===== config.mk =====
export PLATFORM = sky130hd
export DESIGN_NAME = nsfc_ctrl
export DESIGN_NICKNAME = d
export VERILOG_FILES = /design/src/rtl/core/nsfc_pkg.sv /design/src/rtl/core/nsfc_ctrl.sv
export SDC_FILE = /design/constraint.sdc
export NUM_CORES = 1
export LEC_CHECK = 0
export ABC_AREA = 1
export BUFFER_PORTS_ARGS = -buffer_cell sky130_fd_sc_hd__buf_2
export CAP_MARGIN = 10
export CORE_AREA = 10 10 47 49
export CTS_CLUSTER_SIZE = 10
export DETAILED_ROUTE_END_ITERATION = 10
export DIE_AREA = 0 0 57 59
export PLACE_DENSITY = 0.41
export REMOVE_ABC_BUFFERS = 1
export SLEW_MARGIN = 10
export SYNTH_ARGS = -nofsm -noshare
export SYNTH_HDL_FRONTEND = slang
export SYNTH_SLANG_ARGS = --single-unit

===== constraint.sdc =====
create_clock -name i_clk -period 1 [get_ports i_clk]
set_input_delay 0.05 -clock i_clk [delete_from_list [all_inputs] [get_ports i_clk]]
set_output_delay 0.05 -clock i_clk [all_outputs]
set_load 0.02 [all_outputs]

===== src/rtl/core/nsfc_pkg.sv =====
`timescale 1ns / 1ps
package nsfc_pkg;

    // buffer sizes
    localparam int LINE_DEPTH  = 128;
    localparam int STORE_DEPTH = 128;
    localparam int NUM_TYPES   = 5;
    localparam int HDR_LEN     = 6;

    // fixed field widths
    localparam int TYPE_W = 3;
    localparam int IDX_W  = 7;
    localparam int LEN_W  = 8;

    // derived widths
    localparam int LA_W  = $clog2(LINE_DEPTH);
    localparam int POS_W = $clog2(LINE_DEPTH + 1);
    localparam int SL_W  = $clog2(STORE_DEPTH + 1);
    localparam int SA_W  = $clog2(NUM_TYPES * STORE_DEPTH);

    // sentence type codes
    localparam logic [TYPE_W-1:0] TYPE_GGA  = 3'd0;
    localparam logic [TYPE_W-1:0] TYPE_GSA  = 3'd1;
    localparam logic [TYPE_W-1:0] TYPE_GSV  = 3'd2;
    localparam logic [TYPE_W-1:0] TYPE_RMC  = 3'd3;
    localparam logic [TYPE_W-1:0] TYPE_VTG  = 3'd4;
    localparam logic [TYPE_W-1:0] TYPE_NONE = 3'd5;

    // item kinds
    localparam logic KIND_BYTE = 1'b0;
    localparam logic KIND_READ = 1'b1;

    // framing characters
    localparam logic [7:0] CHAR_DOLLAR  = 8'h24;
    localparam logic [7:0] CHAR_NEWLINE = 8'h0A;

    typedef logic [HDR_LEN-1:0][7:0] t_hdr;

    // known headers, byte 0 listed last
    localparam t_hdr HDR_TABLE [NUM_TYPES] = '{
        {8'h41, 8'h47, 8'h47, 8'h50, 8'h47, 8'h24},  // $GPGGA
        {8'h41, 8'h53, 8'h47, 8'h50, 8'h47, 8'h24},  // $GPGSA
        {8'h56, 8'h53, 8'h47, 8'h50, 8'h47, 8'h24},  // $GPGSV
        {8'h43, 8'h4D, 8'h52, 8'h50, 8'h47, 8'h24},  // $GPRMC
        {8'h47, 8'h54, 8'h56, 8'h50, 8'h47, 8'h24}   // $GPVTG
    };

    typedef enum logic [1:0] {
        ST_IDLE,
        ST_COPY,
        ST_RESULT
    } t_state;

    // controller to datapath
    typedef struct packed {
        logic accept_byte;
        logic accept_read;
        logic copy;
        logic push;
    } t_cmd;

    // datapath to controller
    typedef struct packed {
        logic need_copy;
        logic copy_done;
        logic out_free;
    } t_stat;

    // header lookup, first match wins
    function automatic logic [TYPE_W-1:0] hdr_class(input t_hdr h);
        logic [TYPE_W-1:0] t;
        t = TYPE_NONE;
        for (int k = NUM_TYPES - 1; k >= 0; k--) begin
            if (h == HDR_TABLE[k]) begin
                t = TYPE_W'(k);
            end
        end
        return t;
    endfunction

    // first address of a type's store
    function automatic logic [SA_W-1:0] store_base(input logic [TYPE_W-1:0] t);
        return SA_W'(t) * SA_W'(STORE_DEPTH);
    endfunction

endpackage


===== src/rtl/core/nsfc_ctrl.sv =====
`timescale 1ns / 1ps
module nsfc_ctrl (
    input  logic            i_clk,
    input  logic            i_rst_n,
    input  logic            i_in_valid,
    input  logic            i_kind,
    input  nsfc_pkg::t_stat i_stat,
    output nsfc_pkg::t_cmd  o_cmd,
    output logic            o_busy
);
    import nsfc_pkg::*;

    t_state r_state;
    t_state n_state;

    // state register
    always_ff @(posedge i_clk) begin
        if (!i_rst_n) begin
            r_state <= ST_IDLE;
        end else begin
            r_state <= n_state;
        end
    end

    // next state and commands
    always_comb begin
        n_state = r_state;
        o_cmd   = '0;
        unique case (r_state)
            ST_IDLE: begin
                if (i_in_valid) begin
                    if (i_kind == KIND_BYTE) begin
                        o_cmd.accept_byte = 1'b1;
                        n_state = i_stat.need_copy ? ST_COPY : ST_RESULT;
                    end else begin
                        o_cmd.accept_read = 1'b1;
                        n_state = ST_RESULT;
                    end
                end
            end
            ST_COPY: begin
                o_cmd.copy = !i_stat.copy_done;
                if (i_stat.copy_done) begin
                    n_state = ST_RESULT;
                end
            end
            ST_RESULT: begin
                o_cmd.push = i_stat.out_free;
                if (i_stat.out_free) begin
                    n_state = ST_IDLE;
                end
            end
            default: begin
                n_state = ST_IDLE;
            end
        endcase
    end

    assign o_busy = (r_state != ST_IDLE);

endmodule


==> run metrics <==
placed instance area 236 µm²; Hold EP r_state[0]; first-pass GRT wire length 959 µm; Regs by FF count r_state: 2 flops; Final Cell Area 333 µm²; Vias/cell 3.70; most common cell after layout, fill and taps aside buf_4; R2R cell count 7; Reg with most FFs r_state; Layout area overhead 106%; Total GRT Usage 3.93%; Seq/Total Area, Yosys 24.8%; fin nets 54; dpl cells 54; hold_sp i_rst_n; RSZ-0062 raised after global routing true; most frequent cells in the layout 8 x buf_4, 6 x buf_2, 5 x inv_1; relative slew slack 89.0%; Fin Setup TNS -0.173 ns; Max Cap Viol 0; vias in the first global route 237; fmax 933 MHz; initial antenna violation count 0; cells after synthesis 27; TritonCTS clock tree done; hold depth 3; Unique masters post-synth 12; share of the clock period used by the worst path after layout 107%; Finished Layout Cells 61; GP Congestion 0.669; final worst slack -0.0717 ns; post-route ant nets 0; per-cell routed wire length 9.61 µm; die width 57 µm; final setup fails 3; Design Power 0.648 mW; Hold Vio Cnt, Final 0; R2R Path End r_state[0]; Max FO, Critical Path 4; clock latency on the worst-skew pair 0.22 ns; power per cell area 1950 nW/µm²; Boundary Pins 12; Post-Synthesis Mean Instance Area 5.98 µm²; CTS Buf Count 3; Reg-to-Reg Start r_state[0]; Reg2Reg Setup Slack 0.03 ns; Yosys reg bits 2; core region area 1400 µm²; WS Path Type register to output pin; die height 59 µm; Iteration-0 DRC Markers 2; Worst setup EP type output pin; Port Buffers 11; Starting Density 11.5%; die area 3360 µm²; critical path data required time 0.95 ns; Cell Area, Synth 161 µm²; DRC Markers 0; Pins Over Slew Limit 0; largest net degree at the start of global routing 5; clk buf depth 2; critical path startpoint category register; # diodes 0; status finished, violations left; row cnt 14; layout cells sized above 1 66.7%; Lkg Pwr 0.183 nW; Reg clk slew, reported paths 0.03 ns; clock root buffer clkbuf_4; total number of vias 226; Syn. warnings 0; grt ovf 0; worst slew pin tran 0.164 ns; max reg flops 2; clock sinks 2; TritonRoute pass-1 iters 2; Tmin final 1.07 ns; dpl hpwl 450 µm; Util after Layout 23.8%; WHS 0.0794 ns; worst hold path class primary input to register; Clock Skew 0.000913 ns; Worst VDD drop 0.404 mV; failing checks setup timing; CP arrival 1.02 ns; H-tree levels 1; Post-Route WL 586 µm; worst slack, placed 0.0329 ns
[final cells by class]
cell class              instances  area, µm²
clock buffers                   3       22.5
flip-flops and latches          2       47.5
multi-input cells              18        115
fillers                       166       1070
well taps                      16       20.0
inverters                       7       26.3
repair buffers                 15        101
[worst max-delay path: stages, from the launching register on]
cell and delay, ns:
dfxtp_4 0.35, nor2_4 0.12, inv_2 0.06, nor3_2 0.11, buf_4 0.16
[logic make-up after synthesis]
logic type	share of synthesized area, %
flops	24.8
simple gates	55.0
buf+inv	16.3
compound gates	3.88
[report_power, final]
part / internal [mW] / switching, mW
combinational: 0.168 / 0.173
sequential: 0.106 / 0.0275
clock: 0.132 / 0.0415
[metal layers]
metal	global-route usage, %	up-vias	part of all wire (%)
li1	-	121	-
met1	3.20	99	39
met2	6.05	6	53
met3	4.08	0	7.5
met4	2.01	0	0
met5	0	-	0
[worst max path at each step]
stage | end | from
final | o_cmd[3] | r_state[0]
after global routing | o_cmd[3] | r_state[0]
after CTS | o_cmd[2] | r_state[0]
after detailed placement | r_state[0] | r_state[0]
after global placement | r_state[0] | r_state[1]
after floorplan | o_cmd[2] | r_state[1]
[synthesized netlist by cell type, drive strengths merged]
library cell	instances	area (µm²)
a31oi	1	6.26
nor3	3	15.0
nand3	3	20.0
nand3b	1	11.3
nor2	6	25.0
inv	7	26.3
nand2	4	17.5
dfxtp	2	40.0
[timing repair]
| action | 4_1_cts | 5_1_grt |
|---|---|---|
| gates resized for setup | 11 | 5 |
| setup buffers | 2 | 2 |
| hold buffers | 0 | 0 |
| pin swaps | 2 | 2 |
| endpoints found under the setup margin | 5 | 7 |
Power figures use the tool's default switching activity.
